===== src/rtl/core/apwm_pkg.sv =====
`timescale 1ns / 1ps
`default_nettype none

package apwm_pkg;

   localparam int MAX_PATTERN = 16;
   localparam int LEN_W       = $clog2(MAX_PATTERN + 1);
   localparam int IDX_W       = $clog2(MAX_PATTERN);
   localparam int SUM_W       = LEN_W + 1;
   localparam int PRE_LVLS    = $clog2(MAX_PATTERN + 1);
   localparam int BYTE_W      = 8;
   localparam int CNT_W       = 32;
   localparam int CSR_W       = 64;
   localparam int CSR_IDX_W   = 2;
   localparam int PAT_W       = 128;

   localparam logic [CSR_IDX_W-1:0] REG_PATTERN_LEN   = 2'd0;
   localparam logic [CSR_IDX_W-1:0] REG_PATTERN_LOW   = 2'd1;
   localparam logic [CSR_IDX_W-1:0] REG_PATTERN_HIGH  = 2'd2;
   localparam logic [CSR_IDX_W-1:0] REG_MAX_DISTANCE  = 2'd3;

   typedef struct packed {
      logic             shift;
      logic             init;
      logic             col;
      logic             emit;
      logic             last;
      logic             clr_cnt;
      logic [LEN_W-1:0] k;
      logic [LEN_W-1:0] x;
   } apwm_cmd_type;

   typedef struct packed {
      logic [LEN_W-1:0] eff_len;
   } apwm_status_type;

endpackage

`default_nettype wire


===== src/rtl/core/apwm_dp.sv =====
`timescale 1ns / 1ps
`default_nettype none

module apwm_dp
   import apwm_pkg::*;
(
   input  wire logic                 clock,
   input  wire logic                 reset,
   input  wire logic                 csr_we,
   input  wire logic [CSR_IDX_W-1:0] csr_index,
   input  wire logic [CSR_W-1:0]     csr_wdata,
   input  wire logic [BYTE_W-1:0]    in_byte,
   input  wire apwm_cmd_type         cmd,
   output apwm_status_type           status,
   output logic [LEN_W-1:0]          res_dist,
   output logic                      res_hit,
   output logic [CNT_W-1:0]          res_total,
   output logic                      res_last
);

   logic [LEN_W-1:0]  plen_ff;
   logic [PAT_W-1:0]  pat_ff;
   logic [LEN_W-1:0]  maxd_ff;
   logic [BYTE_W-1:0] win_ff [0:MAX_PATTERN-1];
   logic [LEN_W-1:0]  dp_ff  [0:MAX_PATTERN];
   logic [CNT_W-1:0]  cnt_ff;
   logic [LEN_W-1:0]  dist_ff;
   logic              hit_ff;
   logic [CNT_W-1:0]  total_ff;
   logic              last_ff;

   logic [IDX_W-1:0]  col_idx;
   logic [BYTE_W-1:0] col_byte;
   logic [SUM_W-1:0]  cand_up [1:MAX_PATTERN];
   logic [SUM_W-1:0]  cand_dg [1:MAX_PATTERN];
   logic [SUM_W-1:0]  scan    [0:PRE_LVLS][0:MAX_PATTERN];
   logic [LEN_W-1:0]  col_in  [0:MAX_PATTERN];
   logic [LEN_W-1:0]  cur_dist;
   logic              hit;
   logic [CNT_W-1:0]  cnt_in;

   // clamp pattern length to 1..MAX_PATTERN
   always_comb begin
      if (plen_ff == '0)
         status.eff_len = LEN_W'(1);
      else if (plen_ff > LEN_W'(MAX_PATTERN))
         status.eff_len = LEN_W'(MAX_PATTERN);
      else
         status.eff_len = plen_ff;
   end

   // text byte of column x: window slot MAX_PATTERN - k + x - 1
   assign col_idx  = IDX_W'(cmd.x - LEN_W'(1) - cmd.k);
   assign col_byte = win_ff[col_idx];

   // One DP column per cycle. Vertical dependency is solved as a prefix
   // minimum of (t[j] - j), offset by MAX_PATTERN to stay non-negative.
   always_comb begin
      scan[0][0] = SUM_W'(cmd.x) + SUM_W'(MAX_PATTERN);
      for (int j = 1; j <= MAX_PATTERN; j++) begin
         cand_up[j] = SUM_W'(dp_ff[j]) + SUM_W'(1);
         cand_dg[j] = SUM_W'(dp_ff[j-1]) +
                      SUM_W'(pat_ff[BYTE_W*(j-1) +: BYTE_W] != col_byte);
         if (cand_dg[j] < cand_up[j])
            scan[0][j] = cand_dg[j] + SUM_W'(MAX_PATTERN - j);
         else
            scan[0][j] = cand_up[j] + SUM_W'(MAX_PATTERN - j);
      end
      for (int l = 0; l < PRE_LVLS; l++) begin
         for (int y = 0; y <= MAX_PATTERN; y++) begin
            scan[l+1][y] = scan[l][y];
            if (y >= (1 << l)) begin
               if (scan[l][y - (1 << l)] < scan[l][y])
                  scan[l+1][y] = scan[l][y - (1 << l)];
            end
         end
      end
      for (int y = 0; y <= MAX_PATTERN; y++) begin
         col_in[y] = LEN_W'(scan[PRE_LVLS][y] + SUM_W'(y) - SUM_W'(MAX_PATTERN));
      end
   end

   assign cur_dist = dp_ff[cmd.k];
   assign hit      = (cur_dist <= maxd_ff);
   assign cnt_in   = (hit && (cnt_ff != '1)) ? cnt_ff + CNT_W'(1) : cnt_ff;

   always_ff @(posedge clock) begin
      if (reset) begin
         plen_ff <= LEN_W'(1);
         pat_ff  <= '0;
         maxd_ff <= '0;
      end else if (csr_we) begin
         unique case (csr_index)
            REG_PATTERN_LEN:  plen_ff <= csr_wdata[LEN_W-1:0];
            REG_PATTERN_LOW:  pat_ff[CSR_W-1:0] <= csr_wdata;
            REG_PATTERN_HIGH: pat_ff[PAT_W-1:CSR_W] <= csr_wdata;
            REG_MAX_DISTANCE: maxd_ff <= csr_wdata[LEN_W-1:0];
         endcase
      end
   end

   always_ff @(posedge clock) begin
      if (reset) begin
         for (int i = 0; i < MAX_PATTERN; i++) win_ff[i] <= '0;
      end else if (cmd.shift) begin
         for (int i = 0; i < MAX_PATTERN - 1; i++) win_ff[i] <= win_ff[i+1];
         win_ff[MAX_PATTERN-1] <= in_byte;
      end
   end

   always_ff @(posedge clock) begin
      if (cmd.init) begin
         for (int y = 0; y <= MAX_PATTERN; y++) dp_ff[y] <= LEN_W'(y);
      end else if (cmd.col) begin
         for (int y = 0; y <= MAX_PATTERN; y++) dp_ff[y] <= col_in[y];
      end
   end

   always_ff @(posedge clock) begin
      if (reset) begin
         cnt_ff <= '0;
      end else if (cmd.emit) begin
         cnt_ff <= cmd.clr_cnt ? '0 : cnt_in;
      end
   end

   always_ff @(posedge clock) begin
      if (cmd.emit) begin
         dist_ff  <= cur_dist;
         hit_ff   <= hit;
         total_ff <= cnt_in;
         last_ff  <= cmd.last;
      end
   end

   assign res_dist  = dist_ff;
   assign res_hit   = hit_ff;
   assign res_total = total_ff;
   assign res_last  = last_ff;

endmodule

`default_nettype wire


===== src/rtl/core/apwm_ctrl.sv =====
`timescale 1ns / 1ps
`default_nettype none

module apwm_ctrl
   import apwm_pkg::*;
(
   input  wire logic            clock,
   input  wire logic            reset,
   input  wire logic            req_tvalid,
   input  wire logic            req_tlast,
   output logic                 req_tready,
   input  wire logic            rsp_tready,
   output logic                 rsp_tvalid,
   input  wire apwm_status_type status,
   output apwm_cmd_type         cmd
);

   localparam logic [1:0] S_IDLE = 2'd0;
   localparam logic [1:0] S_COL  = 2'd1;
   localparam logic [1:0] S_EMIT = 2'd2;

   logic [1:0]       state_ff, state_in;
   logic [LEN_W-1:0] fill_ff, fill_in;
   logic [LEN_W-1:0] k_ff, k_in;
   logic [LEN_W-1:0] x_ff, x_in;
   logic             eot_ff, eot_in;
   logic             valid_ff, valid_in;
   logic [LEN_W-1:0] fill_new;
   logic             out_free;

   assign req_tready = (state_ff == S_IDLE);
   assign rsp_tvalid = valid_ff;
   assign out_free   = !valid_ff || rsp_tready;
   assign fill_new   = (fill_ff < LEN_W'(MAX_PATTERN)) ? fill_ff + LEN_W'(1) : fill_ff;

   always_comb begin
      state_in    = state_ff;
      fill_in     = fill_ff;
      k_in        = k_ff;
      x_in        = x_ff;
      eot_in      = eot_ff;
      valid_in    = valid_ff && !rsp_tready;
      cmd         = '0;
      cmd.k       = k_ff;
      cmd.x       = x_ff;
      unique case (state_ff)
         S_IDLE: begin
            if (req_tvalid) begin
               cmd.shift = 1'b1;
               cmd.init  = 1'b1;
               x_in      = LEN_W'(1);
               fill_in   = fill_new;
               if (req_tlast) begin
                  fill_in  = '0;
                  eot_in   = 1'b1;
                  k_in     = (fill_new < status.eff_len) ? fill_new : status.eff_len;
                  state_in = S_COL;
               end else if (fill_new >= status.eff_len) begin
                  eot_in   = 1'b0;
                  k_in     = status.eff_len;
                  state_in = S_COL;
               end
            end
         end
         S_COL: begin
            cmd.col = 1'b1;
            if (x_ff == k_ff)
               state_in = S_EMIT;
            else
               x_in = x_ff + LEN_W'(1);
         end
         S_EMIT: begin
            if (out_free) begin
               cmd.emit = 1'b1;
               cmd.last = eot_ff && (k_ff == LEN_W'(1));
               valid_in = 1'b1;
               if (eot_ff && (k_ff != LEN_W'(1))) begin
                  k_in     = k_ff - LEN_W'(1);
                  x_in     = LEN_W'(1);
                  cmd.init = 1'b1;
                  state_in = S_COL;
               end else begin
                  cmd.clr_cnt = eot_ff;
                  state_in    = S_IDLE;
               end
            end
         end
         default: begin
            state_in = S_IDLE;
         end
      endcase
   end

   always_ff @(posedge clock) begin
      if (reset) begin
         state_ff <= S_IDLE;
         fill_ff  <= '0;
         k_ff     <= '0;
         x_ff     <= '0;
         eot_ff   <= 1'b0;
         valid_ff <= 1'b0;
      end else begin
         state_ff <= state_in;
         fill_ff  <= fill_in;
         k_ff     <= k_in;
         x_ff     <= x_in;
         eot_ff   <= eot_in;
         valid_ff <= valid_in;
      end
   end

endmodule

`default_nettype wire


===== src/rtl/core/approx_pattern_window_match.sv =====
// A byte that completes a length-L window is taken in idle (window shift, DP init); the DP then
// updates one column per cycle for columns 1..L, and the result register loads once rsp is free.
// No new byte is taken until the last result is loaded; one byte per cycle while the window is
// still filling. An end-of-text byte scores tails k = min(fill, L) down to 1 in turn, a DP pass each.
// Reset (synchronous, active high): clears window, fill, match count and output valid;
// pattern length returns to 1, pattern characters and max distance to 0.
`timescale 1ns / 1ps
`default_nettype none

module approx_pattern_window_match
   import apwm_pkg::*;
(
   input  wire logic                 clock,
   input  wire logic                 reset,
   // text in
   input  wire logic                 req_tvalid,
   output logic                      req_tready,
   input  wire logic [7:0]           req_tdata,   // [7:0] text_byte
   input  wire logic                 req_tlast,   // end_of_text
   // match results out
   output logic                      rsp_tvalid,
   input  wire logic                 rsp_tready,
   output logic [39:0]               rsp_tdata,   // [4:0] edit_distance, [5] is_match,
                                                  // [37:6] match_total, [39:38] zero
   output logic                      rsp_tlast,   // last_result
   // register writes
   input  wire logic                 csr_we,
   input  wire logic [CSR_IDX_W-1:0] csr_index,
   input  wire logic [CSR_W-1:0]     csr_wdata
);

   apwm_cmd_type     cmd;
   apwm_status_type  status;
   logic [LEN_W-1:0] res_dist;
   logic             res_hit;
   logic [CNT_W-1:0] res_total;
   logic             res_last;

   // Sequencer: accepts a transaction only when idle, then walks the
   // columns of each DP pass and hands results to the output register.
   apwm_ctrl u_ctrl (
      .clock      (clock),
      .reset      (reset),
      .req_tvalid (req_tvalid),
      .req_tlast  (req_tlast),
      .req_tready (req_tready),
      .rsp_tready (rsp_tready),
      .rsp_tvalid (rsp_tvalid),
      .status     (status),
      .cmd        (cmd)
   );

   // Datapath: config registers, sliding window, DP column,
   // saturating match counter and result register.
   apwm_dp u_dp (
      .clock     (clock),
      .reset     (reset),
      .csr_we    (csr_we),
      .csr_index (csr_index),
      .csr_wdata (csr_wdata),
      .in_byte   (req_tdata),
      .cmd       (cmd),
      .status    (status),
      .res_dist  (res_dist),
      .res_hit   (res_hit),
      .res_total (res_total),
      .res_last  (res_last)
   );

   // pack result fields, low field first, zero fill to a byte boundary
   assign rsp_tdata = {2'b00, res_total, res_hit, res_dist};
   assign rsp_tlast = res_last;

endmodule

`default_nettype wire


===== config.mk =====
export PLATFORM = sky130hd
export DESIGN_NAME = approx_pattern_window_match
export DESIGN_NICKNAME = d
export VERILOG_FILES = /design/src/rtl/core/apwm_pkg.sv /design/src/rtl/core/apwm_dp.sv /design/src/rtl/core/apwm_ctrl.sv /design/src/rtl/core/approx_pattern_window_match.sv
export SDC_FILE = /design/constraint.sdc
export NUM_CORES = 2
export LEC_CHECK = 0
export BUFFER_PORTS_ARGS = -buffer_cell sky130_fd_sc_hd__buf_2
export CAP_MARGIN = 5
export CORE_MARGIN = 2
export CORE_UTILIZATION = 40
export DETAILED_ROUTE_END_ITERATION = 8
export GPL_ROUTABILITY_DRIVEN = 0
export HOLD_SLACK_MARGIN = 0.1
export PLACE_DENSITY = 0.58
export SYNTH_ARGS = -nofsm -noshare
export SYNTH_HDL_FRONTEND = slang
export SYNTH_SLANG_ARGS = --single-unit

===== constraint.sdc =====
create_clock -name clock -period 14.1 [get_ports clock]
set_input_delay 3.525 -clock clock [delete_from_list [all_inputs] [get_ports clock]]
set_output_delay 3.525 -clock clock [all_outputs]
set_load 0.02 [all_outputs]

**Word level (Yosys, flattened, before mapping)**

Memory sizes are Yosys's and may differ from the RTL's. A register that Yosys moved wholly into a read port is not among the register bits.
Cells that the tools add are included.

- Register bits after elaboration: 228
- RAM bits: 213
- Output and inout bits: 43
- Word-level logic and storage cells: 434
- Memories kept: 2

- Add/subtract/negate cells: 102
- $lt $le $gt $ge: 75
- Eq/ne operators: 31
- Multiplexer cells: 153
- Bitwise gates (word level): 33
- Reduce and logical (&&, ||, !) cells: 23

Memory list:

| name | words | width | rd ports | clocked after memory_dff | write ports | RTL line | source |
|---|---|---|---|---|---|---|---|
| u_dp.win_ff | 16 | 8 | 16 | 0 | 16 | apwm_dp.sv:24 | `logic [BYTE_W-1:0] win_ff [0:MAX_PATTERN-1];` |
| u_dp.dp_ff | 17 | 5 | 18 | 1 | 17 | apwm_dp.sv:25 | `logic [LEN_W-1:0] dp_ff [0:MAX_PATTERN];` |

Operators by type and width:

| cell | count |
|---|---|
| 6-bit < comparator | 70 |
| 6-bit two-way mux | 61 |
| 5-bit two-way mux | 42 |
| 8-bit two-way mux | 16 |
| 8-bit != test | 16 |
| 5-bit by 1-bit adder with 6-bit output | 16 |
| 5-bit by 1-bit adder with 6-bit output, second input constant | 16 |
| 6-bit by 4-bit adder with 6-bit output, second input constant | 16 |
| 5-bit subtractor, second input constant | 17 |
| 32-bit two-way mux | 2 |
| 6-bit by 3-bit adder with 6-bit output, second input constant | 8 |
| 5-bit by 4-bit adder with 5-bit output, second input constant | 8 |
| 1-bit OR | 33 |
| 32-bit by 1-bit adder with 32-bit output, second input constant | 1 |
| 32-bit != test, second input constant | 1 |
| 6-bit by 2-bit adder with 6-bit output, second input constant | 4 |
| 5-bit by 3-bit adder with 5-bit output, second input constant | 4 |
| 1-bit two-way mux | 20 |
| 5-bit by 1-bit adder with 5-bit output, second input constant | 3 |
| 5-bit one-hot mux with 3 select lines | 1 |
| 6-bit by 1-bit adder with 6-bit output, second input constant | 2 |
| 2-bit two-way mux | 6 |
| 2-bit AND reduction | 6 |
| 5-bit by 2-bit adder with 5-bit output, second input constant | 2 |
| 32 further kinds | 46 |

**Logic depth before layout (Yosys ltp)**

An unclocked memory read counts as a cell.

- Depth after elaboration: 20
- Depth in mapped cells: 69
- Mapped depth without buffers: 65

**Hierarchy**

Synthesis repeated with hierarchy kept, for this count alone.

- Cells, all modules: 4485
- Area total of the unflattened synthesis: 38924.8 um^2

By module, submodules not included:

| module | instances | cells each | area an instance (um^2) |
|---|---|---|---|
| apwm_dp | 1 | 4312 | 37546.0 |
| apwm_ctrl | 1 | 169 | 1352.5 |
| approx_pattern_window_match | 1 | 4 | 26.3 |

**Worst setup path before layout**

Ideal clock, no wire load.

- Kind: register to register
- Start: register u_ctrl.k_ff[0]
- End: memory u_dp.dp_ff[14][3] (netlist name) (data pin)
- Setup time: 268 ps
- Data arrival time: 13587 ps
- Required time: 13832 ps
- Slack: 245 ps
- Cell stages (with the launch flop): 61
- Clock period less this slack: 13855 ps
- Cell sequence: dfxtp_1 -> inv_1 -> ha_1 -> clkbuf_1 -> buf_1 -> mux4_2 -> mux4_2 -> clkbuf_1 -> buf_1 -> xor2_1 -> nor4_1 -> nand2_1 -> ha_1 -> ha_1 -> nand3_1 -> xor2_1 -> inv_1 -> ha_1 -> [... 25 more ...] -> inv_1 -> ha_1 -> a2111oi_0 -> inv_1 -> o41ai_4 -> mux2_4 -> ha_1 -> a21oi_1 -> nor2b_1 -> o21ai_0 -> nand2b_1 -> a21oi_1 -> o21ai_0 -> a21oi_1 -> mux2_2 -> ha_1 -> xor2_1 -> nand2_1

RTL lines:

| item | RTL line | source |
|---|---|---|
| from (decl) | apwm_ctrl.sv:24 | `logic [LEN_W-1:0] k_ff, k_in;` |
| from (signal assigned) | apwm_ctrl.sv:105 | `k_ff <= k_in;` |
| to (decl) | apwm_dp.sv:25 |  |

==> flow_summary.yaml <==
status:
  status: "completed"
timing:
  rsz0062_at_grt: "yes"
  finalClockSkew_ns: 0.0260
  min_period_ns: 13.64
  fmax_mhz: 73.3
  finalSetupViolCount: 0
  worstMarginPinSlew_ns: 1.12
  layout_setup_ws_ns: 0.462
  maxSlewViolCount: 0
  hold_viol: 0
  relSlewSlack_pct: 25.5
  timing.final.crit_share_pct: 96.7
  holdWs_ns: 0.467
logic_synthesis:
  synthArstFlopShare_pct: 0
  avgSynthCellArea_um2: 8.67
  synth_top_area_cell: "edfxtp_1"
  synth_top_area_share_pct: 19.9
  synth_warnings: 0
  synthFlopType: "edfxtp_1"
  post_synth_instance_area_um2: 38100
  synth_cell_types: 103
  ys_top_cells_by_area: "edfxtp_1 20%, ha_1 13%, dfxtp_1 10%, xor2_1 5.0%, a21oi_1 5.0%"
  synth_edf_count: 252
  netlist_instances: 4396
  synth_seq_cells: 446
  synth-seq-area-share_pct: 30.0
placement:
  post-place-ws_ns: -0.204
  placedCellCount: 5731
  postPlaceCellArea_um2: 40600
  dpl.hpwl_um: 89300
  io_buffers: 120
final_layout:
  fin_area_um2: 43300
  multiInputGateArea_um2: 25300
  nets: 5048
  regArea_um2: 11500
  area_delta_synth_final_pct: 13.5
  fillCellCount: 9377
  layout.cells.most_common_list: "499 x nand2_1, 394 x ha_1, 357 x a21oi_1, 307 x inv_1, 299 x nor2_1"
  fin_cells: 5872
  final_common_cell: "nand2_1"
  drive_above_1_share_pct: 14.0
worst_setup_path:
  slowest_delay_ns: 0.62
  cp_common_cell: "ha_1"
  cp-start-kind: "register"
  worstRegToRegCells: 60
  worstPathArrival_ns: 14.00
  reg2reg_from: "u_ctrl.k_ff[0]"
  cp_max_fo: 14
  crit_type: "reg -> reg"
  cp-end-kind: "register"
  critPathLaunch: "u_ctrl.k_ff[0]"
  critPathRequiredTime_ns: 14.46
  worst_path_max_delay_cell: "mux4_2"
clock_network:
  clk_latency_ns: 0.62
  clockRootBuffer: "clkbuf_16"
  cts.clk_slew.worst_paths_ns: 0.06
  tritoncts: "yes"
  cts.sinks: 446
  htreeDepth: 2
  cts_buffers: 50
  clockBufferDepth: 3
detailed_routing:
  dr.first_iter.drc_count: 2440
  ant_nets: 0
  detail_route.vias_per_cell: 5.63
  wl_per_cell_um: 19.9
  vias: 33100
  first_pass_iters: 8
  routed_wl_um: 117000
  remaining_drc_errors: 0
die:
  rows: 113
  dieHeight_um: 313
  die_w_um: 313
  io_pins: 123
  dieArea_um2: 97800
  initial_utilization_pct: 40.2
  core_um2: 94700
global_routing:
  grt_antenna_before_repair: 0
  grt_max_degree: 85
  grt_pass1_vias: 31000
  grt_pass1_wl_um: 179000
  track_usage_pct: 23.1
  grt_overflow: 0
run:
  cap_violations: 0
hold_path:
  hold_path_depth: 2
  min_from: "u_dp.pat_ff[38]"
  hp-class: "reg -> reg"
==> routing by layer <==
metal | share of wire, % | routed length, um | global-route usage (%)
met5 | 0 | 0 | 0
met1 | 46 | 53400 | 32.3
met3 | 5.5 | 6430 | 2.33
met4 | 4.0 | 4660 | 8.25
met2 | 45 | 52600 | 37.0
==> flip-flops by register name, summed over array words and instances (netlist names), 32 cells and up, named ones only <==
name and cells:
u_dp.cnt_ff 32, u_dp.dp_ff 85, u_dp.pat_ff 128, u_dp.res_total 32
u_dp.win_ff 128
==> per-stage QoR <==
stage,utilization [%],setup TNS (ns)
floorplan,-,0
global placement,42.9,0
detailed placement,42.9,-0.510
CTS,44.7,0
global route,45.7,-0.226
finish,45.7,0
==> final cells by class <==
type                            count  share of cell area, %
Inverter                          313                   2.72
Clock buffer                       72                   3.39
Multi-Input combinational cell   3458                   58.5
Antenna cell                        1                0.00578
Timing Repair Buffer              299                   4.75
Clock inverter                     18                  0.494
Tap cell                         1265                   3.66
Sequential cell                   446                   26.5
==> critical path, delay by kind of cell (launching register included) <==
| family | cells | cell delay, ns |
|---|---|---|
| AND/OR/NAND/NOR | 9 | 1.56 |
| XOR/XNOR | 3 | 0.37 |
| adder cells (fa/ha/maj) | 14 | 4.24 |
| AO/OA/AOI/OAI | 17 | 3.47 |
| buffers and inverters | 10 | 1.10 |
| flip-flops | 1 | 0.34 |
| multiplexers | 7 | 2.32 |
==> cell usage after synthesis, drive strengths merged, types with 7 or more instances <==
| library cell | count |
|---|---|
| nand2 | 507 |
| ha | 399 |
| a21oi | 384 |
| inv | 312 |
| nor2 | 308 |
| edfxtp | 252 |
| xor2 | 220 |
| o21ai | 207 |
| dfxtp | 194 |
| clkbuf | 152 |
| nand3 | 148 |
| and2 | 134 |
| mux2i | 133 |
| xnor2 | 127 |
| a21o | 105 |
| mux4 | 66 |
| nor2b | 65 |
| nor3 | 59 |
| o21a | 45 |
| mux2 | 42 |
| a22oi | 37 |
| and3 | 37 |
| nor4 | 33 |
| o211ai | 31 |
| a31oi | 30 |
| nand2b | 30 |
| buf | 28 |
| nand4 | 28 |
| o31ai | 21 |
| a211oi | 20 |
| a21boi | 16 |
| o22ai | 16 |
| or2 | 16 |
| or3 | 16 |
| o2111ai | 15 |
| maj3 | 13 |
| and4 | 12 |
| o221ai | 7 |
| o31a | 7 |
==> path summary, 6_finish.rpt <==
kind	endpoint	slack (ns)
worst min register to register	u_dp.pat_ff[38]	0.47
worst max register to register	u_dp.dp_ff[16][3]	0.46
worst min-delay path	u_dp.pat_ff[38]	0.47
worst max-delay path	u_dp.dp_ff[16][3]	0.46
==> logic make-up after synthesis <==
kind of cell    after synthesis  share of synthesized area, %
compound gates             1041                          17.3
flops                       446                          30.0
other cells                   1                       0.00984
buf+inv                     493                          5.03
xor+xnor                    347                          7.99
mux                         241                          8.67
simple gates               1414                          17.4
fa+ha+maj                   413                          13.5
==> what timing repair did <==
item | CTS | global route
buffers inserted | 5 | 43
hold buffers | 0 | 0
pin swaps | 0 | 23
gates resized for setup | 7 | 142
endpoints found under the setup margin | 8 | 31
gates cloned | 0 | 2
Power is left out: the tool's default activity adds up to more than one toggle a clock period on the data nets, which glitch-free logic cannot reach.
